===== src/rtl/nrf_pkg.sv =====
// ----------------------------------------------------------------------------
// nrf_pkg
// Shared types, widths and constants for the nonce replay filter.
// ----------------------------------------------------------------------------
package nrf_pkg;

	localparam int ENTRIES_DEF = 64;

	localparam int TICKET_W = 32;
	localparam int NONCE_W  = 64;
	localparam int NOW_W    = 48;
	localparam int EXPIRY_W = NOW_W + 1;
	localparam int WIN_W    = 16;
	localparam int MSPS_W   = 10;
	localparam int WINMS_W  = WIN_W + MSPS_W;

	localparam logic [MSPS_W-1:0] MS_PER_S = MSPS_W'(1000);
	localparam logic [WIN_W-1:0]  WIN_RESET = WIN_W'(10);

	localparam int IN_DATA_W  = TICKET_W + NONCE_W + NOW_W;
	localparam int OUT_DATA_W = 8;

	typedef enum logic [1:0] {
		V_STORED      = 2'd0,
		V_ZERO_TICKET = 2'd1,
		V_REPLAY      = 2'd2,
		V_FULL        = 2'd3
	} verdict_t;

	typedef struct packed {
		logic                valid;
		logic [EXPIRY_W-1:0] expiry;
		logic [NONCE_W-1:0]  nonce;
		logic [TICKET_W-1:0] ticket;
	} slot_t;

	localparam int SLOT_W = $bits(slot_t);

	typedef struct packed {
		logic addr_clr;
		logic addr_inc;
		logic clear_wr;
		logic load_req;
		logic rd_en;
		logic commit;
		logic load_result;
	} cmd_t;

	typedef struct packed {
		logic addr_last;
		logic ticket_zero;
		logic out_free;
	} sts_t;

endpackage


===== src/rtl/nrf_ctrl.sv =====
// ----------------------------------------------------------------------------
// nrf_ctrl
// Sequencer: clearing pass after reset, then per item a full table scan,
// a commit step and a hand-off to the output register (a zero ticket goes straight to the hand-off).
// ----------------------------------------------------------------------------
module nrf_ctrl (
	input  logic          clk,
	input  logic          arst_n,
	input  logic          s_tvalid,
	output logic          s_tready,
	input  nrf_pkg::sts_t sts,
	output nrf_pkg::cmd_t cmd
);

	typedef enum logic [5:0] {
		ST_CLEAR  = 6'b000001,
		ST_IDLE   = 6'b000010,
		ST_SCAN   = 6'b000100,
		ST_DRAIN  = 6'b001000,
		ST_FINISH = 6'b010000,
		ST_RESULT = 6'b100000
	} state_t;

	state_t state_q;
	state_t state_d;
	logic   accept;

	assign s_tready = (state_q == ST_IDLE);
	assign accept   = s_tvalid && s_tready;

	always_comb begin
		state_d = state_q;
		cmd     = '0;
		unique case (state_q)
			ST_CLEAR: begin
				cmd.clear_wr = 1'b1;
				cmd.addr_inc = 1'b1;
				if (sts.addr_last) begin
					cmd.addr_clr = 1'b1;
					state_d      = ST_IDLE;
				end
			end
			ST_IDLE: begin
				if (accept) begin
					cmd.load_req = 1'b1;
					cmd.addr_clr = 1'b1;
					state_d      = sts.ticket_zero ? ST_RESULT : ST_SCAN;
				end
			end
			ST_SCAN: begin
				cmd.rd_en    = 1'b1;
				cmd.addr_inc = 1'b1;
				if (sts.addr_last) begin
					cmd.addr_clr = 1'b1;
					state_d      = ST_DRAIN;
				end
			end
			ST_DRAIN: begin
				// last read is checked this cycle
				state_d = ST_FINISH;
			end
			ST_FINISH: begin
				cmd.commit = 1'b1;
				state_d    = ST_RESULT;
			end
			ST_RESULT: begin
				if (sts.out_free) begin
					cmd.load_result = 1'b1;
					state_d         = ST_IDLE;
				end
			end
			default: begin
				state_d = ST_CLEAR;
			end
		endcase
	end

	always_ff @(posedge clk or negedge arst_n) begin
		if (!arst_n) begin
			state_q <= ST_CLEAR;
		end else begin
			state_q <= state_d;
		end
	end

endmodule


===== config.mk =====
export PLATFORM = sky130hd
export DESIGN_NAME = nrf_ctrl
export DESIGN_NICKNAME = d
export VERILOG_FILES = /design/src/rtl/nrf_pkg.sv /design/src/rtl/nrf_ctrl.sv
export SDC_FILE = /design/constraint.sdc
export NUM_CORES = 1
export LEC_CHECK = 0
export BUFFER_PORTS_ARGS = -buffer_cell sky130_fd_sc_hd__buf_2
export CORE_AREA = 4 4 41 43
export CTS_BUF_LIST = sky130_fd_sc_hd__clkbuf_8 sky130_fd_sc_hd__clkbuf_16
export CTS_CLUSTER_DIAMETER = 40
export DETAILED_ROUTE_END_ITERATION = 12
export DIE_AREA = 0 0 45 47
export PLACE_DENSITY = 0.64
export SLEW_MARGIN = 20
export SYNTH_ARGS = -nofsm -noshare
export SYNTH_HDL_FRONTEND = slang
export SYNTH_SLANG_ARGS = --single-unit
export TNS_END_PERCENT = 5

===== constraint.sdc =====
create_clock -name clk -period 2 [get_ports clk]
set_input_delay 0.3 -clock clk [delete_from_list [all_inputs] [get_ports clk]]
set_output_delay 0.3 -clock clk [all_outputs]
set_load 0.1 [all_outputs]

==> impl_results.md <==
- Initial Util: 0.3317
- Worst skew pair latency: 220 ps
- Num rows: 13
- CP startpoint kind: flop
- Max reg flops: 6
- Final core utilization: 0.5981
- Clk buf depth: 2
- Tcrit/Tclk final: 1.018
- Wire per inst: 13.28 um
- Max frequency: around 0.49 GHz
- Final setup fails: 2
- CP Max Fanout: 3
- RSZ-0062 raised after global routing: yes
- Fraction of registers with async set/reset: 1.000
- Number of routed nets with antenna violations: 0
- Num CTS Buffers: 3
- Final min period: 2035 ps
- N_diodes: 0
- Crit path DAT: 1740 ps
- Root Driver: clkbuf_8
- Largest regs: state_q (6)
- Sinks on Clock Net: 6
- Largest reg by FF count: state_q
- Die X: approximately 45 um
- Synth cell types: 29
- Largest cells by area after synthesis: dfrtp_1, dfstp_2, inv_1
- Relative slew slack: 0.7397
- Nets: 81
- Leak pwr: around 0.00035 uW
- VDD IR max: 0.0008659 V
- CTS tree: done
- Flops & latches, synth: 6
- Core box area: around 1300 um^2
- Crit Path Class: reg -> out
- Clock slew at reported path FFs: 40 ps
- Worst Hold Class: in -> reg
- Gr usage total: 0.1281
- DP Area: 689.4 um^2
- Run status: finished with violations
- Die H: 47 um
- Slew @ Worst Pin: around 380 ps
- Cells after Synth: 49
- Synth Area per Inst: 8.809 um^2
- DR DRC count: 0
- Worst endpoint required time: 1700 ps
- Synth warn: 0
- Placer congestion estimate: 0.8275
- Worst Skew: 6.624 ps
- I/O Buffers: 13
- Number of DRC markers in iteration 0: 10
- Finished Cell Area: between 700 and 800 um^2
- Synth Net Count: 55
- Fillcell total: 117
- Primary FF master, synth: dfrtp_1
- Tot Pwr: 1346 uW
- Vias: 441
- Max cap viols: 0
- Final Hold Fails: 0
- Largest net degree at the start of global routing: 9
- PnR worst setup slack: -35.30 ps
- Grt total ovfl: 0
- Drt pass-1 iters: 4
- H-tree depth: 1
- Share of the synthesized area in the top cell type: 0.2899
- First-pass GRT wire length: 1.973 mm
- Post-Route WL: about 1.2 mm
- Area grow syn2layout: 80.29%
- # IOs: 14
- DP HPWL: ~930 um
- Register area share after synthesis: 0.3507
- Die Area: 2115 um^2
- DR vias/cell: 4.955
- Final Max Tran Viols: 0
- Fraction of layout cells with a size suffix above 1: 0.5270
- Mapped Area: 431.7 um^2
- Failing checks: negative setup slack
- EDFF count, synth: 0
- Number of global-route vias before repair: 438
- Power per cell area: 1730 nW/um^2
- R2r setup slk: between 300 and 400 ps
- Post-synth top area cell: dfrtp_1
- Initial antenna violation count: 0
- Critical path capture point type: output pin
==> layout make-up <==
| type | instances | area [um^2] | area share |
|---|---|---|---|
| clock buffers | 3 | 41.29 | 0.05305 |
| clock inverters | 1 | 3.754 | 0.004823 |
| inverters | 7 | 32.53 | 0.04180 |
| multi-input cells | 34 | 262.8 | 0.3376 |
| flip-flops and latches | 6 | 152.6 | 0.1961 |
| well taps | 15 | 18.77 | 0.02412 |
| repair buffers | 23 | 266.5 | 0.3424 |
==> placed cells by master (no fill, tap or decap), drive strengths merged, types with 3 or more instances in the layout <==
cell type	count
nand2	6
buf	22
dfrtp	5
nor2	5
clkbuf	3
inv	7
==> cells in the mapped netlist, types with 2 or more instances <==
library cell,n
or4_4,2
nor2_1,5
nand2_1,5
inv_1,6
dfrtp_1,5
nand3b_1,2
o22ai_1,2
==> power breakdown <==
part	switching [uW]	internal [uW]
Sequential	40.3	157
Combinational	584	383
Clock	50.6	132
==> through the flow <==
step	TNS (ps)	hold slack, ps	instances	setup WS [ps]
floorplan	-3888	4.409	49	-877.1
global placement	0	125.3	82	172.0
detailed placement	0	130.3	82	156.3
CTS	-127.8	273.6	89	-63.80
global route	-251.8	282.2	89	-98.62
finish	-48.56	279.9	89	-35.30
==> worst max-delay path, cell delays in order, from the launching register on <==
cell and delay, ps:
dfrtp_1 400, or4_4 560, nor3b_4 210, and2_4 180, buf_12 160
==> worst paths after layout <==
kind	from	end	depth (start not counted)
max in group asynchronous	arst_n	state_q[0]$_DFFE_PN1P_	2
min in group asynchronous	arst_n	state_q[3]$_DFFE_PN0P_	2
worst min register to register	state_q[1]$_DFFE_PN0P_	state_q[4]$_DFFE_PN0P_	3
worst min-delay path	sts[1]	state_q[2]$_DFFE_PN0P_	2
worst max register to register	state_q[5]$_DFFE_PN0P_	state_q[1]$_DFFE_PN0P_	5
worst max-delay path	state_q[2]$_DFFE_PN0P_	cmd[0]	4
==> what timing repair did <==
action,in CTS,in global routing
gates resized for setup,3,3
pin swaps,5,1
endpoints found under the hold margin,5,0
buffers inserted,2,0
hold buffers,1,0
setup endpoints to repair,2,5
==> layer usage <==
layer | vias to the layer above | track usage | share of wire
met5 | - | 0 | 0
met2 | 11 | 0.2373 | 0.56
met3 | 0 | 0.01149 | 0.031
met4 | 0 | 0.03509 | 0
li1 | 222 | - | -
met1 | 208 | 0.1578 | 0.41
==> kinds of logic (layout without fill, tap and decap cells) <==
family                 Yosys count  count (layout)  synth area share
AO/OA/AOI/OAI                    8               8            0.1478
flip-flops                       6               6            0.3507
AND/OR/NAND/NOR                 25              25            0.3768
buffers and inverters            9              34            0.1043
XOR/XNOR                         1               1           0.02029
Note: power is estimated with default switching activity, not from simulation.
